$ cat config.mk
export PLATFORM = sky130hd
export DESIGN_NAME = intel_hex_record_parser_flat
export DESIGN_NICKNAME = d
export VERILOG_FILES = /design/src/hw/rtl/ihrp_pkg.sv /design/src/hw/rtl/ihrp_if.sv /design/src/hw/rtl/intel_hex_record_parser.sv /design/src/flat_wrapper.sv
export SDC_FILE = /design/constraint.sdc
export NUM_CORES = 1
export LEC_CHECK = 0
export BUFFER_PORTS_ARGS = -buffer_cell sky130_fd_sc_hd__buf_2
export CORE_MARGIN = 1
export CORE_UTILIZATION = 45
export CTS_CLUSTER_DIAMETER = 30
export DETAILED_ROUTE_END_ITERATION = 10
export GPL_TIMING_DRIVEN = 0
export PLACE_DENSITY = 0.75
export SYNTH_ARGS = -nofsm -noshare
export SYNTH_HDL_FRONTEND = slang
export SYNTH_SLANG_ARGS = --single-unit
export TNS_END_PERCENT = 1
$ cat constraint.sdc
create_clock -name clk -period 8.5 [get_ports clk]
set_input_delay 1.275 -clock clk [delete_from_list [all_inputs] [get_ports clk]]
set_output_delay 1.275 -clock clk [all_outputs]
set_load 0.01 [all_outputs]
$ cat src/hw/rtl/ihrp_pkg.sv
// Shared types, codes and helpers for the hex record parser.
package ihrp_pkg;

	typedef logic [1:0] req_t;
	typedef logic [2:0] kind_t;

	localparam req_t REQ_CHAR    = 2'd0;
	localparam req_t REQ_END     = 2'd1;
	localparam req_t REQ_RESTART = 2'd2;

	localparam kind_t KIND_WRITE  = 3'd0;
	localparam kind_t KIND_START  = 3'd1;
	localparam kind_t KIND_DONE   = 3'd2;
	localparam kind_t KIND_FORMAT = 3'd3;
	localparam kind_t KIND_CHKSUM = 3'd4;
	localparam kind_t KIND_EARLY  = 3'd5;

	localparam logic [7:0] CHAR_COLON = 8'h3A;
	localparam logic [7:0] CHAR_CR    = 8'h0D;

	localparam logic [7:0] REC_DATA  = 8'h00;
	localparam logic [7:0] REC_EOF   = 8'h01;
	localparam logic [7:0] REC_START = 8'h05;
	localparam logic [7:0] START_LEN = 8'd4;

	typedef struct packed {
		logic       ok;
		logic [3:0] nib;
	} hex_t;

	// ASCII hex digit, either case
	function automatic hex_t hex_digit(input logic [7:0] c);
		hex_t r;
		r.ok  = 1'b1;
		r.nib = 4'd0;
		if (c >= 8'h30 && c <= 8'h39) begin
			r.nib = 4'(c - 8'h30);
		end else if (c >= 8'h41 && c <= 8'h46) begin
			r.nib = 4'(c - 8'h37);
		end else if (c >= 8'h61 && c <= 8'h66) begin
			r.nib = 4'(c - 8'h57);
		end else begin
			r.ok = 1'b0;
		end
		return r;
	endfunction

endpackage

$ cat src/hw/rtl/ihrp_if.sv
// Handshake channels for character items and result items.
interface ihrp_in_if;
	logic               valid;
	logic               ready;
	ihrp_pkg::req_t     req_type;
	logic [7:0]         char_code;

	modport source(output valid, req_type, char_code, input ready);
	modport sink(input valid, req_type, char_code, output ready);
endinterface

interface ihrp_out_if;
	logic               valid;
	logic               ready;
	ihrp_pkg::kind_t    res_kind;
	logic [15:0]        mem_address;
	logic [7:0]         mem_data;
	logic [31:0]        start_address;

	modport source(output valid, res_kind, mem_address, mem_data, start_address, input ready);
	modport sink(input valid, res_kind, mem_address, mem_data, start_address, output ready);
endinterface

$ cat src/hw/rtl/intel_hex_record_parser.sv
// Intel HEX record parser: one character item in, at most one result item out.
//
// feed carries one request per item: a character, end of input, or restart.
// result carries data writes (address, byte), the 32-bit start address of a
// type 05 record, and the terminal kinds: load complete, format error,
// checksum error and input ended early.
// Every item is decoded in the cycle it is accepted; its result, if any, sits
// in the output register from the next cycle on.
// Throughput is one item per cycle: feed.ready is high whenever the output
// register is empty or being drained this cycle.
// When the receiver stalls with a result waiting, feed.ready drops until that
// result is taken; items that cause no result are stalled as well.
// After a terminal result everything but restart is ignored without output.
// Reset (arst_n low) clears the parser to waiting for ':' and empties the
// output register; a restart item does the same to the parser alone.
module intel_hex_record_parser (
	input  logic               clk,
	input  logic               arst_n,
	ihrp_in_if.sink            feed,
	ihrp_out_if.source         result
);

	localparam logic [2:0] PH_COLON    = 3'd0;
	localparam logic [2:0] PH_COUNT    = 3'd1;
	localparam logic [2:0] PH_ADDR     = 3'd2;
	localparam logic [2:0] PH_TYPE     = 3'd3;
	localparam logic [2:0] PH_DATA     = 3'd4;
	localparam logic [2:0] PH_CHECK    = 3'd5;
	localparam logic [2:0] PH_TERM     = 3'd6;
	localparam logic [2:0] PH_AFTER_CR = 3'd7;

	logic [2:0]  phase_q, phase_d;
	logic        hi_seen_q, hi_seen_d;
	logic [3:0]  partial_q, partial_d;
	logic [7:0]  idx_q, idx_d;
	logic [7:0]  sum_q, sum_d;
	logic [7:0]  len_q, len_d;
	logic [15:0] addr_q, addr_d;
	logic [7:0]  rkind_q, rkind_d;
	logic [31:0] accum_q, accum_d;
	logic        done_q, done_d;

	logic                 res_vld;
	ihrp_pkg::kind_t      res_kind_d;
	logic [15:0]          mem_addr_d;
	logic [7:0]           mem_data_d;
	logic [31:0]          start_d;

	logic                 out_valid_q;
	ihrp_pkg::kind_t      kind_q;
	logic [15:0]          mem_addr_q;
	logic [7:0]           mem_data_q;
	logic [31:0]          start_q;

	ihrp_pkg::hex_t       hx;
	logic [7:0]           byte_v;
	logic [16:0]          wr_addr;
	logic [8:0]           idx_inc;
	logic                 accept;

	assign accept     = feed.valid && feed.ready;
	assign feed.ready = !out_valid_q || result.ready;

	assign hx      = ihrp_pkg::hex_digit(feed.char_code);
	assign byte_v  = {partial_q, hx.nib};
	assign wr_addr = {1'b0, addr_q} + {9'd0, idx_q};
	assign idx_inc = {1'b0, idx_q} + 9'd1;

	always_comb begin
		phase_d    = phase_q;
		hi_seen_d  = hi_seen_q;
		partial_d  = partial_q;
		idx_d      = idx_q;
		sum_d      = sum_q;
		len_d      = len_q;
		addr_d     = addr_q;
		rkind_d    = rkind_q;
		accum_d    = accum_q;
		done_d     = done_q;
		res_vld    = 1'b0;
		res_kind_d = ihrp_pkg::KIND_FORMAT;
		mem_addr_d = 16'd0;
		mem_data_d = 8'd0;
		start_d    = 32'd0;

		if (feed.req_type == ihrp_pkg::REQ_RESTART) begin
			phase_d   = PH_COLON;
			hi_seen_d = 1'b0;
			partial_d = 4'd0;
			idx_d     = 8'd0;
			sum_d     = 8'd0;
			len_d     = 8'd0;
			addr_d    = 16'd0;
			rkind_d   = 8'd0;
			accum_d   = 32'd0;
			done_d    = 1'b0;
		end else if (done_q) begin
			// finished: wait for restart
		end else if (feed.req_type == ihrp_pkg::REQ_END) begin
			res_vld    = 1'b1;
			res_kind_d = ihrp_pkg::KIND_EARLY;
		end else if (feed.req_type == ihrp_pkg::REQ_CHAR) begin
			unique case (phase_q)
				PH_COLON: begin
					if (feed.char_code != ihrp_pkg::CHAR_COLON) begin
						res_vld = 1'b1;
					end else begin
						sum_d     = 8'd0;
						addr_d    = 16'd0;
						hi_seen_d = 1'b0;
						partial_d = 4'd0;
						phase_d   = PH_COUNT;
					end
				end
				PH_TERM: begin
					phase_d = (feed.char_code == ihrp_pkg::CHAR_CR) ? PH_AFTER_CR : PH_COLON;
				end
				PH_AFTER_CR: begin
					phase_d = PH_COLON;
				end
				default: begin
					if (!hx.ok) begin
						res_vld = 1'b1;
					end else if (!hi_seen_q) begin
						partial_d = hx.nib;
						hi_seen_d = 1'b1;
					end else begin
						hi_seen_d = 1'b0;
						partial_d = 4'd0;
						unique case (phase_q)
							PH_COUNT: begin
								sum_d   = sum_q + byte_v;
								len_d   = byte_v;
								idx_d   = 8'd0;
								phase_d = PH_ADDR;
							end
							PH_ADDR: begin
								sum_d  = sum_q + byte_v;
								addr_d = {addr_q[7:0], byte_v};
								idx_d  = idx_inc[7:0];
								if (idx_inc >= 9'd2) begin
									phase_d = PH_TYPE;
								end
							end
							PH_TYPE: begin
								sum_d   = sum_q + byte_v;
								rkind_d = byte_v;
								idx_d   = 8'd0;
								if (byte_v == ihrp_pkg::REC_DATA) begin
									phase_d = (len_q == 8'd0) ? PH_CHECK : PH_DATA;
								end else if (byte_v == ihrp_pkg::REC_EOF) begin
									phase_d = PH_CHECK;
								end else if (byte_v == ihrp_pkg::REC_START &&
										len_q == ihrp_pkg::START_LEN) begin
									accum_d = 32'd0;
									phase_d = PH_DATA;
								end else begin
									res_vld = 1'b1;
								end
							end
							PH_DATA: begin
								sum_d = sum_q + byte_v;
								if (rkind_q == ihrp_pkg::REC_DATA) begin
									// bytes past the top of the address space are dropped
									if (!wr_addr[16]) begin
										res_vld    = 1'b1;
										res_kind_d = ihrp_pkg::KIND_WRITE;
										mem_addr_d = wr_addr[15:0];
										mem_data_d = byte_v;
									end
								end else begin
									accum_d = {accum_q[23:0], byte_v};
									if (idx_q == 8'd3) begin
										res_vld    = 1'b1;
										res_kind_d = ihrp_pkg::KIND_START;
										start_d    = {accum_q[23:0], byte_v};
									end
								end
								idx_d = idx_inc[7:0];
								if (idx_inc >= {1'b0, len_q}) begin
									phase_d = PH_CHECK;
								end
							end
							PH_CHECK: begin
								if (byte_v != 8'(8'd0 - sum_q)) begin
									res_vld    = 1'b1;
									res_kind_d = ihrp_pkg::KIND_CHKSUM;
								end else if (rkind_q == ihrp_pkg::REC_EOF ||
										(rkind_q == ihrp_pkg::REC_DATA && len_q == 8'd0)) begin
									res_vld    = 1'b1;
									res_kind_d = ihrp_pkg::KIND_DONE;
								end else begin
									phase_d = PH_TERM;
								end
							end
							default: begin
								res_vld = 1'b1;
							end
						endcase
					end
				end
			endcase
			// any terminal result ends the load
			if (res_vld && res_kind_d != ihrp_pkg::KIND_WRITE &&
					res_kind_d != ihrp_pkg::KIND_START) begin
				done_d = 1'b1;
			end
		end
		if (feed.req_type == ihrp_pkg::REQ_END && !done_q) begin
			done_d = 1'b1;
		end
	end

	always_ff @(posedge clk or negedge arst_n) begin
		if (!arst_n) begin
			phase_q   <= PH_COLON;
			hi_seen_q <= 1'b0;
			partial_q <= 4'd0;
			idx_q     <= 8'd0;
			sum_q     <= 8'd0;
			len_q     <= 8'd0;
			addr_q    <= 16'd0;
			rkind_q   <= 8'd0;
			accum_q   <= 32'd0;
			done_q    <= 1'b0;
		end else if (accept) begin
			phase_q   <= phase_d;
			hi_seen_q <= hi_seen_d;
			partial_q <= partial_d;
			idx_q     <= idx_d;
			sum_q     <= sum_d;
			len_q     <= len_d;
			addr_q    <= addr_d;
			rkind_q   <= rkind_d;
			accum_q   <= accum_d;
			done_q    <= done_d;
		end
	end

	always_ff @(posedge clk or negedge arst_n) begin
		if (!arst_n) begin
			out_valid_q <= 1'b0;
		end else if (accept && res_vld) begin
			out_valid_q <= 1'b1;
		end else if (result.ready) begin
			out_valid_q <= 1'b0;
		end
	end

	always_ff @(posedge clk) begin
		if (accept && res_vld) begin
			kind_q     <= res_kind_d;
			mem_addr_q <= mem_addr_d;
			mem_data_q <= mem_data_d;
			start_q    <= start_d;
		end
	end

	assign result.valid         = out_valid_q;
	assign result.res_kind      = kind_q;
	assign result.mem_address   = mem_addr_q;
	assign result.mem_data      = mem_data_q;
	assign result.start_address = start_q;

endmodule

$ cat src/flat_wrapper.sv
// flat-port wrapper written by rule: the top's interface ports become plain ports
module intel_hex_record_parser_flat 
  (clk, arst_n, feed_valid, feed_req_type, feed_char_code, feed_ready, result_valid, result_res_kind, result_mem_address, result_mem_data, result_start_address, result_ready);
  ihrp_in_if feed_i ();
  ihrp_out_if result_i ();
  input  logic clk;
  input  logic arst_n;
  input wire logic [$bits(feed_i.valid)-1:0] feed_valid;
  input wire logic [$bits(feed_i.req_type)-1:0] feed_req_type;
  input wire logic [$bits(feed_i.char_code)-1:0] feed_char_code;
  output wire logic [$bits(feed_i.ready)-1:0] feed_ready;
  output wire logic [$bits(result_i.valid)-1:0] result_valid;
  output wire logic [$bits(result_i.res_kind)-1:0] result_res_kind;
  output wire logic [$bits(result_i.mem_address)-1:0] result_mem_address;
  output wire logic [$bits(result_i.mem_data)-1:0] result_mem_data;
  output wire logic [$bits(result_i.start_address)-1:0] result_start_address;
  input wire logic [$bits(result_i.ready)-1:0] result_ready;
  assign feed_i.valid = feed_valid;
  assign feed_i.req_type = feed_req_type;
  assign feed_i.char_code = feed_char_code;
  assign feed_ready = feed_i.ready;
  assign result_valid = result_i.valid;
  assign result_res_kind = result_i.res_kind;
  assign result_mem_address = result_i.mem_address;
  assign result_mem_data = result_i.mem_data;
  assign result_start_address = result_i.start_address;
  assign result_i.ready = result_ready;
  intel_hex_record_parser u_core (.clk(clk), .arst_n(arst_n), .feed(feed_i), .result(result_i));
endmodule
Word level (Yosys, flattened, before mapping)
Cells that the tools add are included.
{"block": "op_classes", "eq_ne": 32, "muxes": 138, "n_lt_le_gt_ge": 8, "n_addsub": 7, "bitwise": 6, "reduce_logical": 53}
{"cell": "2-to-1 mux 24 bit", "count": 11}
{"cell": "2-to-1 mux 8 bit", "count": 31}
{"cell": "2-to-1 mux 16 bit", "count": 8}
{"cell": "2-to-1 mux 3 bit", "count": 26}
{"cell": "case mux 24 bit (2 select lines)", "count": 1}
{"cell": "2-to-1 mux 4 bit", "count": 10}
{"cell": "2-to-1 mux 1 bit", "count": 39}
{"cell": "case mux 16 bit (2 select lines)", "count": 1}
{"cell": "case mux 8 bit (2 select lines)", "count": 2}
{"cell": "logical NOT 8 bit", "count": 3}
{"cell": "AND reduction 8 bit", "count": 3}
{"cell": "OR reduction 12 bit", "count": 2}
{"cell": "nonzero test 3 bit", "count": 7}
{"cell": "AND reduction 9 bit", "count": 2}
{"cell": "adder 16 x 8 -> 17 bit", "count": 1}
{"cell": "equality test 8 x 1 -> 1 bit, second input constant", "count": 2}
{"cell": "equality test 8 x 3 -> 1 bit, second input constant", "count": 2}
{"cell": "greater-or-equal comparator 8 x 7 -> 1 bit, second input constant", "count": 2}
{"cell": "less-or-equal comparator 8 x 7 -> 1 bit, second input constant", "count": 2}
{"cell": "case mux 3 bit (5 select lines)", "count": 1}
{"cell": "AND reduction 13 bit", "count": 1}
{"cell": "equality test 3 bit, second input constant", "count": 4}
{"cell": "!= test 3 x 2 -> 1 bit, second input constant", "count": 4}
{"cell": "!= test 6 x 1 -> 1 bit, second input constant", "count": 2}
{"cell": "42 further kinds", "count": 77}
{"block": "totals", "wordCells": 260, "output_inout_bits": 61, "ff_bits": 141, "in_bits": 14}

Longest topological paths before layout
Gate-level depths: netlist (run 1).
{"block": "depth", "word_depth": 26, "ltp_mapped": 16, "depth_no_buf": 16}

Worst setup path after synthesis (run 1)
No wires, ideal clock.
{"block": "synth_path", "path_kind": "input port to flip-flop", "start": "in feed_char_code[0]", "end": "reg u_core.mem_addr_q[0], in the netlist u_core.result.mem_address[0], enable pin", "path_buffers": 0, "path_stages": 12, "required_ps": 7842, "setup_slack_ps": 3463, "arrival_ps": 4379, "setup_time_ps": 658, "path_cell_list": "inv_1 ha_1 nor3b_1 and4bb_2 a22oi_2 inv_1 ha_1 a2111o_1 nor3_1 o211ai_2 nand4_1 nand2_1"}
{"block": "synth_between", "elab_chain_len": 23, "word_cells_on_any_way": 42, "classes_between": "3 x add/sub; 6 x order compare; 4 x eq/ne; 23 x mux; 6 x reduce/logical"}
{"element": "from (decl)", "line_no": "flat_wrapper.sv:10", "source": "input wire logic [$bits(feed_i.char_code)-1:0] feed_char_code;"}
{"element": "greater-or-equal comparator 8 x 7 -> 1 bit / less-or-equal comparator 8 x 7 -> 1 bit (equally long branches)", "line_no": "ihrp_pkg.sv:40", "source": "end else if (c >= 8'h61 && c <= 8'h66) begin"}
{"element": "logical AND 1 bit", "line_no": "ihrp_pkg.sv:40"}
{"element": "2-to-1 mux 4 bit", "line_no": "ihrp_pkg.sv:40"}
{"element": "2-to-1 mux 4 bit", "line_no": "ihrp_pkg.sv:38", "source": "end else if (c >= 8'h41 && c <= 8'h46) begin"}
{"element": "2-to-1 mux 4 bit *", "line_no": "ihrp_pkg.sv:36", "source": "if (c >= 8'h30 && c <= 8'h39) begin"}
{"element": "net u_core.byte_v[0]", "line_no": "intel_hex_record_parser.sv:56", "source": "logic [7:0] byte_v;"}
{"element": "equality test 8 x 3 -> 1 bit", "line_no": "intel_hex_record_parser.sv:153", "source": "end else if (byte_v == ihrp_pkg::REC_START &&"}
{"element": "logical AND 1 bit", "line_no": "intel_hex_record_parser.sv:153"}
{"element": "(+8 left out)"}
{"element": "2-to-1 mux 1 bit *", "line_no": "intel_hex_record_parser.sv:99", "source": "end else if (feed.req_type == ihrp_pkg::REQ_END) begin"}
{"element": "2-to-1 mux 1 bit *", "line_no": "intel_hex_record_parser.sv:97", "source": "end else if (done_q) begin"}
{"element": "2-to-1 mux 1 bit *", "line_no": "intel_hex_record_parser.sv:86", "source": "if (feed.req_type == ihrp_pkg::REQ_RESTART) begin"}
{"element": "2-to-1 mux 1 bit *", "line_no": "intel_hex_record_parser.sv:102", "source": "end else if (feed.req_type == ihrp_pkg::REQ_CHAR) begin"}
{"element": "2-to-1 mux 1 bit *", "line_no": "intel_hex_record_parser.sv:99"}
{"element": "2-to-1 mux 1 bit *", "line_no": "intel_hex_record_parser.sv:97"}
{"element": "2-to-1 mux 1 bit *", "line_no": "intel_hex_record_parser.sv:86"}
{"element": "logical AND 1 bit *", "line_no": "intel_hex_record_parser.sv:251", "source": "if (accept && res_vld) begin"}
{"element": "to (signal assigned)", "line_no": "intel_hex_record_parser.sv:253", "source": "mem_addr_q <= mem_addr_d;"}
{"element": "to (decl)", "line_no": "intel_hex_record_parser.sv:51", "source": "logic [15:0] mem_addr_q;"}
Mark *: on every way through the listed nets, which the timed path passes. The rest lies on a longest branch. The select of a mux whose other input is x is not followed.
A chain may end at the register's enable or synchronous reset.

Worst setup path in the final report (run 1)
{"block": "layout_path", "start": "in feed_char_code[1]", "end": "reg u_core.mem_addr_q[6], in the netlist u_core.result.mem_address[6], enable pin"}
The elaborated chain is that of the path after synthesis.

==> results.json, run 1 <==
{
  "status": "finished, final reports clean",
  "drtAntennaViolNets": 0,
  "start_util_pct": 46.21,
  "synthSimpleGateAreaFrac_pct": 18.64,
  "die_x_um": 132.5,
  "hold_buffers": 0,
  "area_delta_synth_final_pct": 16.62,
  "crit_path_end_kind": "register",
  "dp_slack_ps": 3438,
  "cts.sinks": 141,
  "synth.distinct_cells": 75,
  "cts_resized": 0,
  "clkPwrFrac_pct": 36.5,
  "synth_mux_area_share_pct": 1.910,
  "placementRows": 47,
  "cts.reportedPaths.clkPinSlew_ps": 60,
  "io_buffers": 73,
  "fin_crit_ps": 4679,
  "switching_share_pct": 31.48,
  "htree_levels": 4,
  "gp_congestion": 0.9269,
  "post_drt_wl_per_cell_um": 16.52,
  "worstMarginPinSlew_ps": 1173,
  "dpl-instance-area_um2": 8357,
  "seq_area_frac_synth_pct": 49.89,
  "drv_cap": 0,
  "die_h_um": 132.5,
  "grt_pass1_wl_mm": 29.38,
  "io_pins": 75,
  "vias": 5900,
  "drt_wl_total_mm": 17.99,
  "synth-edff-count": 59,
  "relSlewSlack_pct": 21.21,
  "drc": 0,
  "yosys-top-cells-area": "dfrtp_1, edfxtp_1, nand2_1, ha_1, and2_1",
  "slew_violations": 0,
  "placed_cells": 1057,
  "antenna_cells": 0,
  "leakage_nw": 3.771,
  "grt_max_degree": 69,
  "cts_buffer_depth": 2,
  "syn_area_um2": 7664,
  "hold_viol": 0,
  "synthAdderAreaFrac_pct": 5.910,
  "yosysTopAreaCellShare_pct": 26.78,
  "synth_top_family_by_area": "simple AND/OR/NAND/NOR gates",
  "grt_setup_unrepaired": "false",
  "netlist_instances": 762,
  "fin_worst_skew_ps": 8.639,
  "timing.hold.ws_ps": 476.0,
  "cts_tree": "done",
  "fin_area_um2": 8937,
  "core-area_um2": 16580,
  "grtUsageTotal_pct": 21.71,
  "synth-compound-area-share_pct": 15.36,
  "power_switching_uw": 634.7,
  "synth_xor_area_share_pct": 4.000,
  "p_seq_share_pct": 40.6,
  "setup_tns_ps": 0,
  "yosys.area.top_type": "dfrtp_1",
  "via_per_inst": 5.418,
  "grt_pass1_vias": 5567,
  "powerDensity_nw_per_um2": 225.6,
  "synth.most_common_cell": "nand2_1",
  "cp_max_fo": 41,
  "arrival_ps": 4850,
  "crit_path_start_kind": "primary input",
  "synth_commonest_cells": "nand2_1, dfrtp_1, edfxtp_1",
  "ir_drop_uv": 147.5,
  "die_area_um2": 17560,
  "syn_nets": 811,
  "fin_cells": 1089,
  "cts_buffers": 17,
  "avgSynthCellArea_um2": 10.06,
  "drtPass1Iterations": 5,
  "cts-root-buf": "clkbuf_16",
  "required_ps": 8670,
  "fin_crit_sh_pct": 55.05,
  "combPwrFrac_pct": 23.0,
  "fill_cells": 1460,
  "grt_overflow": 0,
  "async_flop_share_pct": 58.16,
  "dp_hpwl_mm": 13.01,
  "crit_type": "primary input to register",
  "clock_latency_ps": 430,
  "hp-class": "register to register",
  "setup_violations": 0,
  "antenna_found_initial": 0,
  "synthFlopType": "dfrtp_1",
  "setup_slack_ps": 3821,
  "post_cts_buffers": 0,
  "yosys_register_bits": 141,
  "max_freq_ghz": 0.2137,
  "drive_gt1_share_pct": 16.11,
  "first_iter_violations": 468,
  "cell_internal_pwr_mw": 1.381,
  "layout.nets": 905,
  "yosys_warnings": 0
}
==> metrics by stage <==
stage,util [%],total power [mW]
finish,53.89,2.016
CTS,53.89,2.018
global placement,50.08,1.272
detailed placement,50.39,1.285
global route,53.89,2.113
floorplan,-,1.140
==> per-layer routing <==
layer	global-route usage (%)	share of wire, %	vias to the layer above
met5	0	0	-
met4	6.897	1.6	0
met3	5.211	4.6	30
met2	33.74	47	167
met1	29.97	47	2816
li1	-	-	2887
==> cell type report <==
class	count	area [um^2]	area share [%]
plain buffers	37	181.4	2.030
inverters	39	146.4	1.638
repair buffers	75	415.4	4.648
clock buffers	19	442.9	4.956
well taps	220	275.3	3.080
clock inverters	13	137.6	1.540
multi-input cells	545	3515	39.33
flip-flops and latches	141	3824	42.78
==> flip-flops by register name, indices dropped and copies added (netlist names), 3 cells and up <==
signal	count
u_core.rkind_q	8
u_core.idx_q	8
u_core.accum_q	24
u_core.sum_q	8
u_core.partial_q	4
u_core.result.res_kind	3
u_core.result.mem_address	16
u_core.result.start_address	32
u_core.len_q	8
u_core.addr_q	16
u_core.phase_q	3
u_core.result.mem_data	8
==> cells by family after synthesis <==
logic type / count (synthesis)
AO/OA/AOI/OAI: 168
flip-flops: 141
multiplexers: 14
buffers and inverters: 76
adder cells (fa/ha/maj): 35
AND/OR/NAND/NOR: 293
XOR/XNOR: 35
==> worst max-delay path, cell delays in order <==
cell	delay, ps
buf_2	160
inv_1	80
ha_1	240
nor3b_1	190
and4bb_2	310
a22oi_2	510
inv_1	160
ha_1	330
a2111o_1	280
nor3_1	270
o211ai_2	230
nand4_1	190
nand2_2	290
buf_12	300
==> path summary, 6_finish.rpt <==
path | from | end | slack, ps | depth (start not counted)
setup / recovery | feed_char_code[1] | u_core.result.mem_address[6] | 3820 | 14
hold / removal | u_core.accum_q[18] | u_core.accum_q[18] | 480 | 2
setup reg to reg | u_core.idx_q[0] | u_core.result.mem_address[6] | 4620 | 12
hold reg to reg | u_core.accum_q[18] | u_core.accum_q[18] | 480 | 2
max in group asynchronous | arst_n | u_core.len_q[5] | 7180 | 2
min in group asynchronous | arst_n | u_core.idx_q[2] | 710 | 1
==> cell usage in the layout (no fill, tap or decap), drive strengths merged, types with 9 or more instances in the layout <==
cell	count
buf	91
mux2i	9
o31ai	27
a21o	11
nand2	113
ha	33
xnor2	17
dfrtp	82
inv	43
edfxtp	59
xor2	18
o21ai	55
and2	38
nand3	16
nor3	12
nor2b	9
clkbuf	40
a21oi	21
nor2	58
==> power groups by stage <==
stage	registers, mW	clock network [mW]	logic [mW]
6_report	0.818	0.735	0.463
5_1_grt	0.826	0.771	0.516
4_1_cts	0.817	0.742	0.459
3_5_place_dp	0.830	0	0.455
3_3_place_gp	0.831	0	0.441
2_1_floorplan	0.828	0	0.313
(Power assumes the default switching activity.)
==> inputs of run 2 (changes only) <==
Settings changed: PLACE_DENSITY 0.75 to 0.78.
Clock period 8.5 ns to 4.2 ns, I/O delays scaled along.
==> results.json, run 2 (synthesized netlist as in run 1, its figures left out) <==
{
  "max_freq_ghz": 0.2544,
  "fin_crit_sh_pct": 93.58,
  "largest_reg_flops": 32,
  "cp_slowest_cell": "or4_1",
  "layout.nets": 906,
  "io_buffers": 73,
  "vias": 6040,
  "drtAntennaViolNets": 0,
  "combPwrFrac_pct": 23.5,
  "clock_latency_ps": 430,
  "core-area_um2": 16580,
  "hold_viol": 0,
  "critPathBufInv": 4,
  "rrSetupSlack_ps": 330,
  "switching_share_pct": 32.07,
  "mostFrequentLayoutCells": "nand2_1, dfrtp_1, buf_2",
  "drc": 0,
  "cts_buffer_depth": 2,
  "r2r-start": "u_core.idx_q[0]",
  "antenna_cells": 0,
  "fin_area_um2": 8939,
  "die_x_um": 132.5,
  "via_per_inst": 5.541,
  "post_drt_wl_per_cell_um": 17.03,
  "worstMarginPinSlew_ps": 1145,
  "status": "finished, final reports clean",
  "drt_wl_total_mm": 18.56,
  "cts.sinks": 141,
  "grt_setup_unrepaired": "false",
  "cts_tree": "done",
  "drive_gt1_share_pct": 16.44,
  "drtPass1Iterations": 5,
  "cts_buffers": 17,
  "start_util_pct": 46.21,
  "rr_worst_depth": 11,
  "placed_cells": 1056,
  "dp_hpwl_mm": 13.34,
  "fin_cells": 1090,
  "r2r-end": "u_core.result.mem_address[0]",
  "first_iter_violations": 543,
  "fin_crit_ps": 3930,
  "p_seq_share_pct": 41.5,
  "die_area_um2": 17560,
  "io_pins": 75,
  "cell_internal_pwr_mw": 2.716,
  "drv_cap": 0,
  "grtUsageTotal_pct": 22.21,
  "slew_violations": 0,
  "dpl-instance-area_um2": 8337,
  "cts.reportedPaths.clkPinSlew_ps": 60,
  "fin_worst_skew_ps": 6.962,
  "grt_overflow": 0,
  "power_switching_mw": 1.283,
  "htree_levels": 4,
  "final_common_cell": "nand2_1",
  "timing.hold.ws_ps": 187.8,
  "hp-class": "primary input to asynchronous set/reset pin",
  "antenna_found_initial": 1,
  "area_delta_synth_final_pct": 16.64,
  "required_ps": 4540,
  "grt_pass1_wl_mm": 30.23,
  "clkPwrFrac_pct": 34.9,
  "relSlewSlack_pct": 23.10,
  "max_stage_delay_ps": 470,
  "grt_max_degree": 60,
  "arrival_ps": 4270,
  "crit_type": "primary input to register",
  "crit_start": "feed_char_code[1]",
  "leakage_nw": 3.767,
  "cp_max_fo": 10,
  "cts-root-buf": "clkbuf_16",
  "setup_violations": 0,
  "powerDensity_nw_per_um2": 447.4,
  "placementRows": 47,
  "path_cells": "buf_2 > inv_1 > ha_1 > nor3b_1 > and4bb_2 > a32oi_4 > buf_4 > inv_1 > ha_1 > a21o_1 > a21oi_1 > nor2b_1 > o21a_1 > o41a_1 > xnor2_1 > or4_1 > o21ai_0",
  "ir_drop_uv": 300.0,
  "die_h_um": 132.5,
  "cp_top_family": "compound AO/OA/AOI/OAI gates",
  "grt_pass1_vias": 5880,
  "gp_congestion": 0.9434,
  "crit_path_end_kind": "register",
  "crit_path_start_kind": "primary input"
}
-- run 2: worst max-delay path by stage --
stage	endpoint	slack, ps	depth (start not counted)
global route	u_core.sum_q[7]	10	17
detailed placement	u_core.result.mem_address[0]	-680	13
finish	u_core.sum_q[7]	270	17
global placement	u_core.result.mem_address[0]	-600	13
CTS	u_core.result.mem_address[6]	180	13
floorplan	u_core.result.mem_address[0]	390	12
-- run 2: area by class of cell --
| cell class | instances | area, um^2 |
|---|---|---|
| clock buffers | 18 | 429.2 |
| fillers | 1469 | 7645 |
| clock inverters | 14 | 118.9 |
| flip-flops and latches | 141 | 3824 |
| multi-input cells | 545 | 3553 |
| well taps | 220 | 275.3 |
| plain buffers | 37 | 181.4 |
| repair buffers | 76 | 410.4 |
| inverters | 39 | 146.4 |
-- run 2: timing repair --
item / CTS / global route
pin swaps: 0 / 1
resized for setup: 1 / 4
hold buffers: 0 / 0
setup endpoints to repair: 59 / 60
buffers inserted: 0 / 2
-- run 2: through the flow --
step | power [mW] | util [%] | setup TNS [ps] | setup slack [ps]
after floorplan | 2.306 | - | 0 | 387.5
after global routing | 4.180 | 53.90 | 0 | 12.78
final | 3.999 | 53.90 | 0 | 269.6
after global placement | 2.569 | 50.09 | -34890 | -595.9
after CTS | 3.992 | 53.61 | 0 | 176.5
after detailed placement | 2.601 | 50.27 | -40120 | -681.5
-- run 2: metal layers --
metal / vias to the layer above / share of wire (%) / wire, um / GRT usage, %
met3: 40 / 5.3 / 975 / 4.215
met4: 0 / 2.9 / 532 / 10.66
li1: 2901 / - / - / -
met1: 2894 / 45 / 8287 / 29.51
met5: - / 0 / 0 / 0
met2: 205 / 47 / 8764 / 35.06
-- run 2: power groups by stage --
| stage | sequential, mW | clock, mW | combinational [mW] |
|---|---|---|---|
| floorplan | 1.67 | 0 | 0.633 |
| global placement | 1.68 | 0 | 0.890 |
| detailed placement | 1.69 | 0 | 0.916 |
| CTS | 1.66 | 1.41 | 0.922 |
| global route | 1.68 | 1.47 | 1.04 |
| finish | 1.66 | 1.40 | 0.941 |
==> inputs of run 3 (changes only) <==
Settings changed: CORE_ASPECT_RATIO set to 0.5.
==> results.json, run 3 (synthesized netlist as in run 1, its figures left out) <==
{
  "status": "finished, final reports clean",
  "powerDensity_nw_per_um2": 452.6,
  "crit_path_end_kind": "register",
  "drc": 0,
  "layout.nets": 904,
  "post_drt_wl_per_cell_um": 17.13,
  "via_per_inst": 5.627,
  "io_pins": 75,
  "htree_levels": 4,
  "cp_max_fo": 59,
  "first_iter_violations": 572,
  "io_buffers": 73,
  "cts_tree": "done",
  "relSlewSlack_pct": 8.465,
  "cp_slowest_cell": "a22oi_2",
  "slew_violations": 0,
  "fill_cells": 1416,
  "clock_latency_ps": 420,
  "dpl-instance-area_um2": 8346,
  "grtUsageTotal_pct": 21.99,
  "worstMarginPinSlew_ps": 1360,
  "drtPass1Iterations": 5,
  "hold_buffers": 0,
  "hp-class": "primary input to asynchronous set/reset pin",
  "final_common_cell": "nand2_1",
  "timing.hold.ws_ps": 156.8,
  "crit_path_start_kind": "primary input",
  "ir_drop_uv": 267.2,
  "die_x_um": 186.6,
  "cts-root-buf": "clkbuf_16",
  "max_stage_delay_ps": 470,
  "antenna_cells": 0,
  "antenna_found_initial": 0,
  "drtAntennaViolNets": 0,
  "die_h_um": 94.28,
  "core-area_um2": 16520,
  "fin_worst_skew_ps": 10.01,
  "largest_reg_flops": 32,
  "path_cells": "buf_2 > inv_1 > ha_1 > nor3b_1 > and4bb_2 > a22oi_2 > inv_1 > ha_1 > a2111o_1 > nor3_1 > o211ai_2 > nand4_1 > nand2_8",
  "required_ps": 4270,
  "cts.sinks": 141,
  "drv_cap": 0,
  "setup_slack_ps": 221.9,
  "cts.reportedPaths.clkPinSlew_ps": 70,
  "crit_type": "primary input to register",
  "dp_slack_ps": -652.1,
  "critPathBufInv": 3,
  "max_freq_ghz": 0.2514,
  "fin_crit_sh_pct": 94.72,
  "rr_worst_depth": 11,
  "crit_start": "feed_char_code[1]",
  "cts_buffer_depth": 2,
  "arrival_ps": 4040,
  "grt_pass1_wl_mm": 30.35,
  "grt_overflow": 0,
  "r2r-start": "u_core.idx_q[0]",
  "grt_max_degree": 60,
  "cp_top_family": "simple AND/OR/NAND/NOR gates",
  "drive_gt1_share_pct": 16.59,
  "gp_congestion": 0.9471,
  "setup_violations": 0,
  "rrSetupSlack_ps": 310,
  "drt_wl_total_mm": 18.76,
  "multi_input_area_um2": 3553,
  "r2r-end": "u_core.result.mem_address[1]",
  "fin_crit_ps": 3978,
  "start_util_pct": 46.40,
  "setup_tns_ps": 0,
  "post_cts_buffers": 0,
  "leakage_nw": 3.768,
  "seqCellArea_um2": 3824,
  "die_area_um2": 17590,
  "placementRows": 33,
  "mostFrequentLayoutCells": "nand2_1, dfrtp_1, buf_2",
  "fin_area_um2": 8960,
  "area_delta_synth_final_pct": 16.91,
  "grt_pass1_vias": 5856,
  "cts_buffers": 17,
  "hold_viol": 0,
  "vias": 6162,
  "dp_hpwl_mm": 13.36
}
-- run 3: changes by cell type in the layout (fill, tap and decap cells not counted) --
cell	before	now
buf_6	3	4
clkinvlp_4	3	4
clkbuf_1	21	20
clkinv_2	3	0
clkinv_1	2	0
buf_4	5	2
inv_8	0	5
clkinv_8	0	1
bufinv_16	1	0
-- run 3: final cells by class --
cell class	count	share of cell area (%)
Buffer	37	2.067
Clock buffer	17	4.748
Clock inverter	15	1.634
Inverter	39	1.634
Multi-Input combinational cell	545	39.66
Sequential cell	141	42.68
Tap cell	227	3.170
Timing Repair Buffer	74	4.413
-- run 3: routing by layer --
layer / vias to the layer above / track usage (%) / wire (um)
met2: 238 / 35.11 / 8592
li1: 2890 / - / -
met5: - / 0 / 0
met1: 3006 / 29.91 / 8546
met4: 0 / 6.967 / 221
met3: 28 / 4.854 / 1397
-- run 3: per-stage QoR --
stage / util, % / instances / power (mW)
finish: 54.25 / 1095 / 4.055
global route: 54.25 / 1095 / 4.231
CTS: 54.02 / 1095 / 4.050
detailed placement: 50.53 / 1063 / 2.602
global placement: 50.35 / 1062 / 2.562
floorplan: - / 762 / 2.306
-- run 3: worst max path at each step --
stage                                 endpoint  slack, ps  cells after the start
2_1_floorplan     u_core.result.mem_address[0]        390                     12
3_3_place_gp      u_core.result.mem_address[8]       -570                     13
3_5_place_dp      u_core.result.mem_address[1]       -650                     13
4_1_cts        u_core.result.start_address[16]        130                     11
5_1_grt                        u_core.sum_q[7]        -20                     17
6_report          u_core.result.mem_address[1]        220                     13
-- run 3: what timing repair did --
action / 4_1_cts / 5_1_grt
resized for setup: 1 / 5
hold endpoints to repair: 0 / 0
endpoints found under the setup margin: 59 / 60
-- run 3: power breakdown --
group | internal, mW | total, mW | switching, mW
combinational | 0.340 | 0.950 | 0.610
sequential | 1.56 | 1.66 | 0.0995
clock | 0.786 | 1.44 | 0.656
total | 2.69 | 4.06 | 1.37
-- run 3: worst register-to-register path, delay by kind of cell (launching register included) --
| kind | cells | cell delay [ps] |
|---|---|---|
| fa+ha+maj | 2 | 600 |
| buf+inv | 1 | 50 |
| flops | 1 | 520 |
| simple gates | 3 | 1050 |
| compound gates | 5 | 1260 |
